<file path="src/rtl/bwag_pkg.sv">
// band window average and gain: shared types and constants
// used by bwag_lane, bwag_merge and band_window_average_and_gain_top
`default_nettype none

package bwag_pkg;

    // configuration register indexes
    typedef enum logic [0:0] {
        CFG_GAIN   = 1'b0,
        CFG_OFFSET = 1'b1
    } t_cfg_idx;

    // saturation limit of the conditioned level
    localparam int LEVEL_MAX = 255;

    // per-item strobes that move a reading through every lane
    typedef struct packed {
        logic wr;    // reading accepted: write window, fetch oldest entry
        logic acc;   // update the running window sum
    } t_lane_ctl;

endpackage

`default_nettype wire

</file>
<file path="src/rtl/bwag_lane.sv">
// one band lane: window memory, running sum, mean by reciprocal and gain/offset
// depends on bwag_pkg
`default_nettype none

module bwag_lane #(
    parameter int WINDOW = 16
) (
    input  wire logic                        i_clk,
    input  wire logic                        i_rst_n,
    input  wire bwag_pkg::t_lane_ctl         i_ctl,
    input  wire logic [7:0]                  i_level,
    input  wire logic [$clog2(WINDOW)-1:0]   i_addr,
    input  wire logic                        i_filled,
    input  wire logic [15:0]                 i_gain,
    input  wire logic signed [8:0]           i_offset,
    output logic [7:0]                       o_avg,
    output logic [7:0]                       o_scaled
);
    import bwag_pkg::*;

    localparam int SW = $clog2(255 * WINDOW + 1);
    // reciprocal of the window length, scaled by 2^SW
    localparam int RECIP = (1 << SW) / WINDOW;

    logic [7:0]          r_mem [WINDOW];
    logic [7:0]          r_old;
    logic [7:0]          r_lvl;
    logic                r_fill;
    logic [SW-1:0]       r_sum;
    logic [23:0]         r_prod;
    logic [SW-1:0]       r_qe;
    logic [7:0]          r_cond;
    logic [7:0]          r_avg;

    logic [SW-1:0]       n_sum;
    logic [2*SW-1:0]     qe_full;
    logic [SW-1:0]       rem;
    logic [7:0]          n_cond;
    logic [15:0]         prod16;
    logic signed [17:0]  off_sum;
    logic [17:0]         pick;

    // window memory: read the oldest entry while writing the new one
    always_ff @(posedge i_clk) begin
        if (i_ctl.wr) begin
            r_mem[i_addr] <= i_level;
            r_old         <= r_mem[i_addr];
            r_lvl         <= i_level;
            r_fill        <= i_filled;
        end
    end

    // running sum: add the new reading, drop the one it replaced once the window has filled
    always_comb begin
        n_sum = r_sum + SW'(r_lvl) - (r_fill ? SW'(r_old) : SW'(0));
    end

    always_ff @(posedge i_clk) begin
        if (!i_rst_n) begin
            r_sum <= '0;
        end else if (i_ctl.acc) begin
            r_sum <= n_sum;
        end
    end

    // gain product
    always_ff @(posedge i_clk) begin
        r_prod <= r_lvl * i_gain;
    end

    // conditioned level: offset kept only if the sum is non-negative, then saturate
    always_comb begin
        prod16  = r_prod[23:8];
        off_sum = $signed({2'b00, prod16}) + 18'(i_offset);
        if (off_sum >= 0) begin
            pick = off_sum;
        end else begin
            pick = {2'b00, prod16};
        end
        if (pick > 18'(LEVEL_MAX)) begin
            n_cond = 8'(LEVEL_MAX);
        end else begin
            n_cond = pick[7:0];
        end
    end

    // mean estimate by reciprocal, low by at most one
    always_comb begin
        qe_full = r_sum * (2*SW)'(RECIP);
    end

    always_ff @(posedge i_clk) begin
        r_qe   <= qe_full[2*SW-1:SW];
        r_cond <= n_cond;
    end

    // one correction step on the mean
    always_comb begin
        rem = r_sum - SW'(r_qe * SW'(WINDOW));
    end

    always_ff @(posedge i_clk) begin
        if (rem >= SW'(WINDOW)) begin
            r_avg <= 8'(r_qe + SW'(1));
        end else begin
            r_avg <= r_qe[7:0];
        end
    end

    assign o_avg    = r_avg;
    assign o_scaled = r_cond;

endmodule

`default_nettype wire

</file>
<file path="src/rtl/bwag_merge.sv">
// merging stage: takes the lane results of one reading, sends them band by band
// depends on bwag_pkg
`default_nettype none

module bwag_merge #(
    parameter int BANDS = 7
) (
    input  wire logic                   i_clk,
    input  wire logic                   i_rst_n,
    input  wire logic                   i_pend,
    input  wire logic [BANDS-1:0][7:0]  i_avg,
    input  wire logic [BANDS-1:0][7:0]  i_scaled,
    output logic                        o_take,
    output logic                        o_tvalid,
    input  wire logic                   i_tready,
    output logic [23:0]                 o_tdata,
    output logic                        o_tlast
);
    import bwag_pkg::*;

    localparam int IW = (BANDS > 1) ? $clog2(BANDS) : 1;

    logic [7:0]     r_avg [BANDS];
    logic [7:0]     r_scl [BANDS];
    logic [IW-1:0]  r_cnt;
    logic           r_busy;

    logic           xfer;
    logic           last;
    logic           load;

    // transfer bookkeeping
    always_comb begin
        xfer = r_busy && i_tready;
        last = (r_cnt == IW'(BANDS - 1));
        load = i_pend && (!r_busy || (xfer && last));
    end

    // result bank and band counter
    always_ff @(posedge i_clk) begin
        if (!i_rst_n) begin
            r_busy <= 1'b0;
            r_cnt  <= '0;
        end else if (load) begin
            r_busy <= 1'b1;
            r_cnt  <= '0;
        end else if (xfer) begin
            if (last) begin
                r_busy <= 1'b0;
                r_cnt  <= '0;
            end else begin
                r_cnt <= r_cnt + IW'(1);
            end
        end
    end

    always_ff @(posedge i_clk) begin
        if (load) begin
            for (int b = 0; b < BANDS; b++) begin
                r_avg[b] <= i_avg[b];
                r_scl[b] <= i_scaled[b];
            end
        end
    end

    assign o_take   = load;
    assign o_tvalid = r_busy;
    assign o_tlast  = last;
    assign o_tdata  = {5'b0, r_scl[r_cnt], r_avg[r_cnt], 3'(r_cnt)};

endmodule

`default_nettype wire

</file>
<file path="src/rtl/band_window_average_and_gain_top.sv">
// band window average and gain, top level
// depends on bwag_pkg, bwag_lane and bwag_merge
//
// One input transfer carries a reading of seven 8-bit band levels (band 0 in
// the lowest byte of s_axis_tdata). Each band runs in its own lane, which keeps
// the last WINDOW readings of that band and a running sum of them. For every
// used band, in order, one output transfer carries the band number, the
// truncated window mean and the level times the Q8.8 gain with the signed
// offset (skipped if it would go negative), saturated at 255; tlast marks the
// last band.
// Each lane registers the reading, then the window sum and gain product, then
// the mean estimate and conditioned level, then the corrected mean. A new
// reading enters once the last is in the single output channel, which sends
// one band per cycle while the receiver is ready and the next is in the lanes.
// Reset clears the window sums, write cursor and handshake state, and loads
// gain 256 and offset 0; window memory needs no clearing since entries not
// yet written are counted as zero until the cursor first wraps.
// When the receiver stalls, results hold; one finished reading waits behind
// the one being sent, then s_axis_tready drops.
// Configuration must be written only while idle through the write port; the block itself does not enforce this.
`default_nettype none

module band_window_average_and_gain_top #(
    parameter int WINDOW = 16,
    parameter int BANDS  = 7
) (
    input  wire logic                     i_clk,
    input  wire logic                     i_rst_n,
    // config write port
    input  wire logic                     i_cfg_wr_en,
    input  wire bwag_pkg::t_cfg_idx       i_cfg_index,
    input  wire logic [15:0]              i_cfg_wdata,
    // input stream
    input  wire logic                     s_axis_tvalid,
    output logic                          s_axis_tready,
    input  wire logic [55:0]              s_axis_tdata,  // level_band0 .. level_band6
    // output stream
    output logic                          m_axis_tvalid,
    input  wire logic                     m_axis_tready,
    output logic [23:0]                   m_axis_tdata,  // band_number, window_average,
                                                         // scaled_level, zero pad
    output logic                          m_axis_tlast   // last_band
);
    import bwag_pkg::*;

    localparam int AW = $clog2(WINDOW);

    logic [15:0]             r_gain;
    logic signed [8:0]       r_offset;
    logic [AW-1:0]           r_cur;
    logic                    r_filled;
    logic [3:0]              r_pipe;
    logic                    r_pend;

    logic                    accept;
    logic                    take;
    t_lane_ctl               ctl;
    logic [BANDS-1:0][7:0]   lane_avg;
    logic [BANDS-1:0][7:0]   lane_scl;

    // configuration registers
    always_ff @(posedge i_clk) begin
        if (!i_rst_n) begin
            r_gain   <= 16'd256;
            r_offset <= '0;
        end else if (i_cfg_wr_en) begin
            case (i_cfg_index)
                CFG_GAIN:   r_gain   <= i_cfg_wdata;
                CFG_OFFSET: r_offset <= i_cfg_wdata[8:0];
                default:    ;
            endcase
        end
    end

    // input handshake: one reading in the lanes at a time, none during reset
    assign s_axis_tready = i_rst_n && (r_pipe == 4'b0) && !r_pend;
    assign accept        = s_axis_tvalid && s_axis_tready;

    always_comb begin
        ctl.wr  = accept;
        ctl.acc = r_pipe[0];
    end

    // shared write cursor and first-wrap flag
    always_ff @(posedge i_clk) begin
        if (!i_rst_n) begin
            r_cur    <= '0;
            r_filled <= 1'b0;
        end else if (accept) begin
            if (r_cur == AW'(WINDOW - 1)) begin
                r_cur    <= '0;
                r_filled <= 1'b1;
            end else begin
                r_cur <= r_cur + AW'(1);
            end
        end
    end

    // lane pipeline tracking and finished-reading flag
    always_ff @(posedge i_clk) begin
        if (!i_rst_n) begin
            r_pipe <= '0;
            r_pend <= 1'b0;
        end else begin
            r_pipe <= {r_pipe[2:0], accept};
            if (r_pipe[3]) begin
                r_pend <= 1'b1;
            end else if (take) begin
                r_pend <= 1'b0;
            end
        end
    end

    // one lane per band
    for (genvar b = 0; b < BANDS; b++) begin : g_lane
        bwag_lane #(
            .WINDOW (WINDOW)
        ) u_lane (
            .i_clk    (i_clk),
            .i_rst_n  (i_rst_n),
            .i_ctl    (ctl),
            .i_level  (s_axis_tdata[8*b +: 8]),
            .i_addr   (r_cur),
            .i_filled (r_filled),
            .i_gain   (r_gain),
            .i_offset (r_offset),
            .o_avg    (lane_avg[b]),
            .o_scaled (lane_scl[b])
        );
    end

    // serialize lane results onto the output stream
    bwag_merge #(
        .BANDS (BANDS)
    ) u_merge (
        .i_clk    (i_clk),
        .i_rst_n  (i_rst_n),
        .i_pend   (r_pend),
        .i_avg    (lane_avg),
        .i_scaled (lane_scl),
        .o_take   (take),
        .o_tvalid (m_axis_tvalid),
        .i_tready (m_axis_tready),
        .o_tdata  (m_axis_tdata),
        .o_tlast  (m_axis_tlast)
    );

endmodule

`default_nettype wire

</file>
<file path="config.mk">
export PLATFORM = sky130hd
export DESIGN_NAME = band_window_average_and_gain_top
export DESIGN_NICKNAME = d
export VERILOG_FILES = /design/src/rtl/bwag_pkg.sv /design/src/rtl/bwag_lane.sv /design/src/rtl/bwag_merge.sv /design/src/rtl/band_window_average_and_gain_top.sv
export SDC_FILE = /design/constraint.sdc
export NUM_CORES = 2
export LEC_CHECK = 0
export CAP_MARGIN = 30
export CORE_UTILIZATION = 45
export CTS_CLUSTER_SIZE = 25
export DETAILED_ROUTE_END_ITERATION = 8
export DONT_BUFFER_PORTS = 1
export PLACE_DENSITY = 0.68
export SYNTH_ARGS = -nofsm -noshare
export SYNTH_HDL_FRONTEND = slang
export SYNTH_SLANG_ARGS = --single-unit
</file>
<file path="constraint.sdc">
create_clock -name i_clk -period 10.99 [get_ports i_clk]
set_clock_uncertainty 0.05 [all_clocks]
set_input_delay 2.198 -clock i_clk [delete_from_list [all_inputs] [get_ports i_clk]]
set_output_delay 2.198 -clock i_clk [all_outputs]
set_load 0.01 [all_outputs]
</file>
==> results.cfg <==
[place]
hpwlAfterDp_mm = 157
portBuffers = 0
place_ws_ns = 4.00
dpl_cell_area_sq_um = 95400
place_congestion = 0.905
dp_cells = 9879

[floorplan]
rows = 165
start_util = 0.455
die_w_um = 455
die_y_um = 455
core_sq_um = 203000
io_pins = 105
die-area_sq_um = 207000

[finish]
synthToLayoutAreaGrowth_pct = 9.33
stdcell_count = 10200
final_util = 0.497
drive_gt1_frac = 0.0962
finalInstanceArea_sq_um = 101000
nFillCells = 17300
fin_nets = 8653

[detailed_routing]
first_pass_iters = 6
wl_per_cell_um = 22.4
remaining_drc_errors = 0
first_iter_violations = 4706
drt-vias-per-instance = 5.59
vias = 56900
ant_nets = 0
routed_wl_mm = 228

[grt]
grt_pass1_wl_mm = 350
grt_start_max_net_pins = 115
grt_util_all_layers = 0.223
grt_overflow = 0
antenna_found_initial = 12
grt_pass1_vias = 59100

[worst_setup_path]
cpMostUsedCell = nand2_1
cp.required_ns = 11.37
crit_path_max_fanout = 114
cp_slowest_stage_delay_ns = 0.88
reg2reg_from = r_gain[5]
cp-start-kind = input port
worstPathArrival_ns = 6.55
path_cells = nor2b_1 -> nand2_1 -> nor3_1 -> and2_4 -> nand2_1 -> nor3_4 -> buf_4
endpoint_kind = flop
cp_slowest_cell = nor3_4
crit_type = input port to flop
setup.worst_path.start = i_rst_n

[synth]
yosys.area.top_type = edfxtp_1
post-synth-top-area-fraction = 0.364
yosys-top-cells-area = edfxtp_1 36%, fa_1 14%, dfxtp_1 8.8%, ha_1 7.4%, mux4_2 7.2%
seq_area_frac_synth = 0.452
async_flop_share = 0
synth.avg_cell_area_sq_um = 12.5
synth_area_sq_um = 92400
postSynthCellCount = 7419
ys_seq_elements = 1527
synth_flop_cell = edfxtp_1
ys_types = 97
synth_edf_count = 1121
ys_warn_count = 0

[power]
total_power_mw = 15.6
p_leak_nw = 40.2
power.density_nw_per_um2 = 155
irDropWorstVdd_mv = 0.150

[clock_network]
numClockSinks = 1527
h-tree-depth = 4
post-cts-setup-buffers = 0
insertion_delay_ns = 0.85
cts.path.max_buffers = 3
cts.repair.resized = 0
clockRootBuffer = clkbuf_16
clk_pin_slew_ns = 0.06
cts_hold_buffers = 0
cts_buffers = 159
cts_tree = built

[min_path]
hold_start = g_lane[3].u_lane.r_sum[4]
holdCritPathClass = flop to flop

[sta]
setup_tns_ns = 0
finalHoldViolations = 0
finalSetupViolations = 0
setup_ws_ns = 4.81
rsz0062_at_grt = false
hold_ws_ns = 0.299
slew_viol_final = 0
worst_pin_slew_ns = 1.08
min_period_ns = 6.18
fmax_ghz = 0.162
slew_headroom = 0.279
min_period_over_period = 0.562

[run]
drv_cap = 0

[status]
status = completed
## sequential cells by signal, summed over array words and instances, names as in the netlist, 56 cells and up, named ones only
register and count:
u_merge.r_scl 56, g_lane.u_lane.o_scaled 56, u_merge.r_avg 56, g_lane.u_lane.r_mem 896, g_lane.u_lane.r_prod 112, g_lane.u_lane.r_old 56, g_lane.u_lane.r_qe 56, g_lane.u_lane.r_sum 84
g_lane.u_lane.o_avg 56, g_lane.u_lane.r_lvl 56
## cells by family after synthesis
logic type	synth area share
other	0.0000406
xor gates and xnor gates	0.0273
and+or+nand+nor	0.108
muxes	0.0822
DFF	0.452
adders and majority gates	0.216
AOI/OAI and AO/OA	0.0634
buffers and inverters	0.0513
## critical path, delay by kind of cell
| family | cells | cell delay [ns] |
|---|---|---|
| buffers and inverters | 1 | 0.73 |
| AND/OR/NAND/NOR | 6 | 3.45 |
## synth_stat cells, types with 71 or more instances
library cell / n
a21o_1: 71
a21oi_1: 176
and2_1: 667
clkbuf_1: 246
dfxtp_1: 406
edfxtp_1: 1121
fa_1: 651
ha_1: 550
inv_1: 959
mux4_2: 296
nand2_1: 553
nand3_1: 85
nor2_1: 194
nor2b_1: 75
nor3_1: 100
o21ai_0: 186
xnor2_1: 197
xor2_1: 86
## cell type report
| type | count | area, sq um | area share |
|---|---|---|---|
| Multi-Input combinational cell | 4645 | 46000 | 0.456 |
| Sequential cell | 1527 | 41800 | 0.414 |
| Clock buffer | 197 | 4260 | 0.0421 |
| Inverter | 960 | 3600 | 0.0357 |
| Tap cell | 2672 | 3340 | 0.0331 |
| Clock inverter | 98 | 1180 | 0.0116 |
| Timing Repair Buffer | 81 | 776 | 0.00768 |
| Antenna cell | 2 | 5.00 | 0.0000495 |
## layer usage
layer  global-route usage  up-vias  wire (um)
li1                     -    25500          -
met1                0.297    29000      95100
met2                0.374     2014     110000
met3               0.0355      368      15800
met4               0.0686        2       6820
met5                    0        -         18
## worst paths after layout
check | endpoint | slack [ns] | cells after the start
hold / removal | g_lane[3].u_lane.r_qe[0] | 0.30 | 0
setup reg to reg | g_lane[0].u_lane.r_prod[18] | 5.00 | 15
setup / recovery | g_lane[0].u_lane.r_mem[2][0] | 4.81 | 7
hold reg to reg | g_lane[3].u_lane.r_qe[0] | 0.30 | 0
## cells in the final DEF, fill, tap and decap left out, drive strengths merged, types with 33 or more instances in the layout
| cell | instances |
|---|---|
| clkbuf | 198 |
| o21a | 67 |
| edfxtp | 1121 |
| buf | 80 |
| nand2b | 33 |
| mux2i | 69 |
| and3 | 41 |
| a21oi | 177 |
| nand3 | 86 |
| o21ai | 193 |
| ha | 550 |
| nor2b | 75 |
| o211ai | 37 |
| nand2 | 553 |
| a21boi | 56 |
| nor3 | 101 |
| a21o | 71 |
| clkinv | 65 |
| and2 | 668 |
| xnor2 | 199 |
| dfxtp | 406 |
| xor2 | 86 |
| nor2 | 194 |
| or3 | 39 |
| fa | 651 |
| mux4 | 296 |
| inv | 972 |
## report_power, final
part	switching, mW	internal (mW)	leakage (nW)
sequential	0.314	6.55	13.4
combinational	1.85	1.41	24.2
clock	2.35	3.16	2.63
Note: power is estimated with default switching activity, not from simulation.
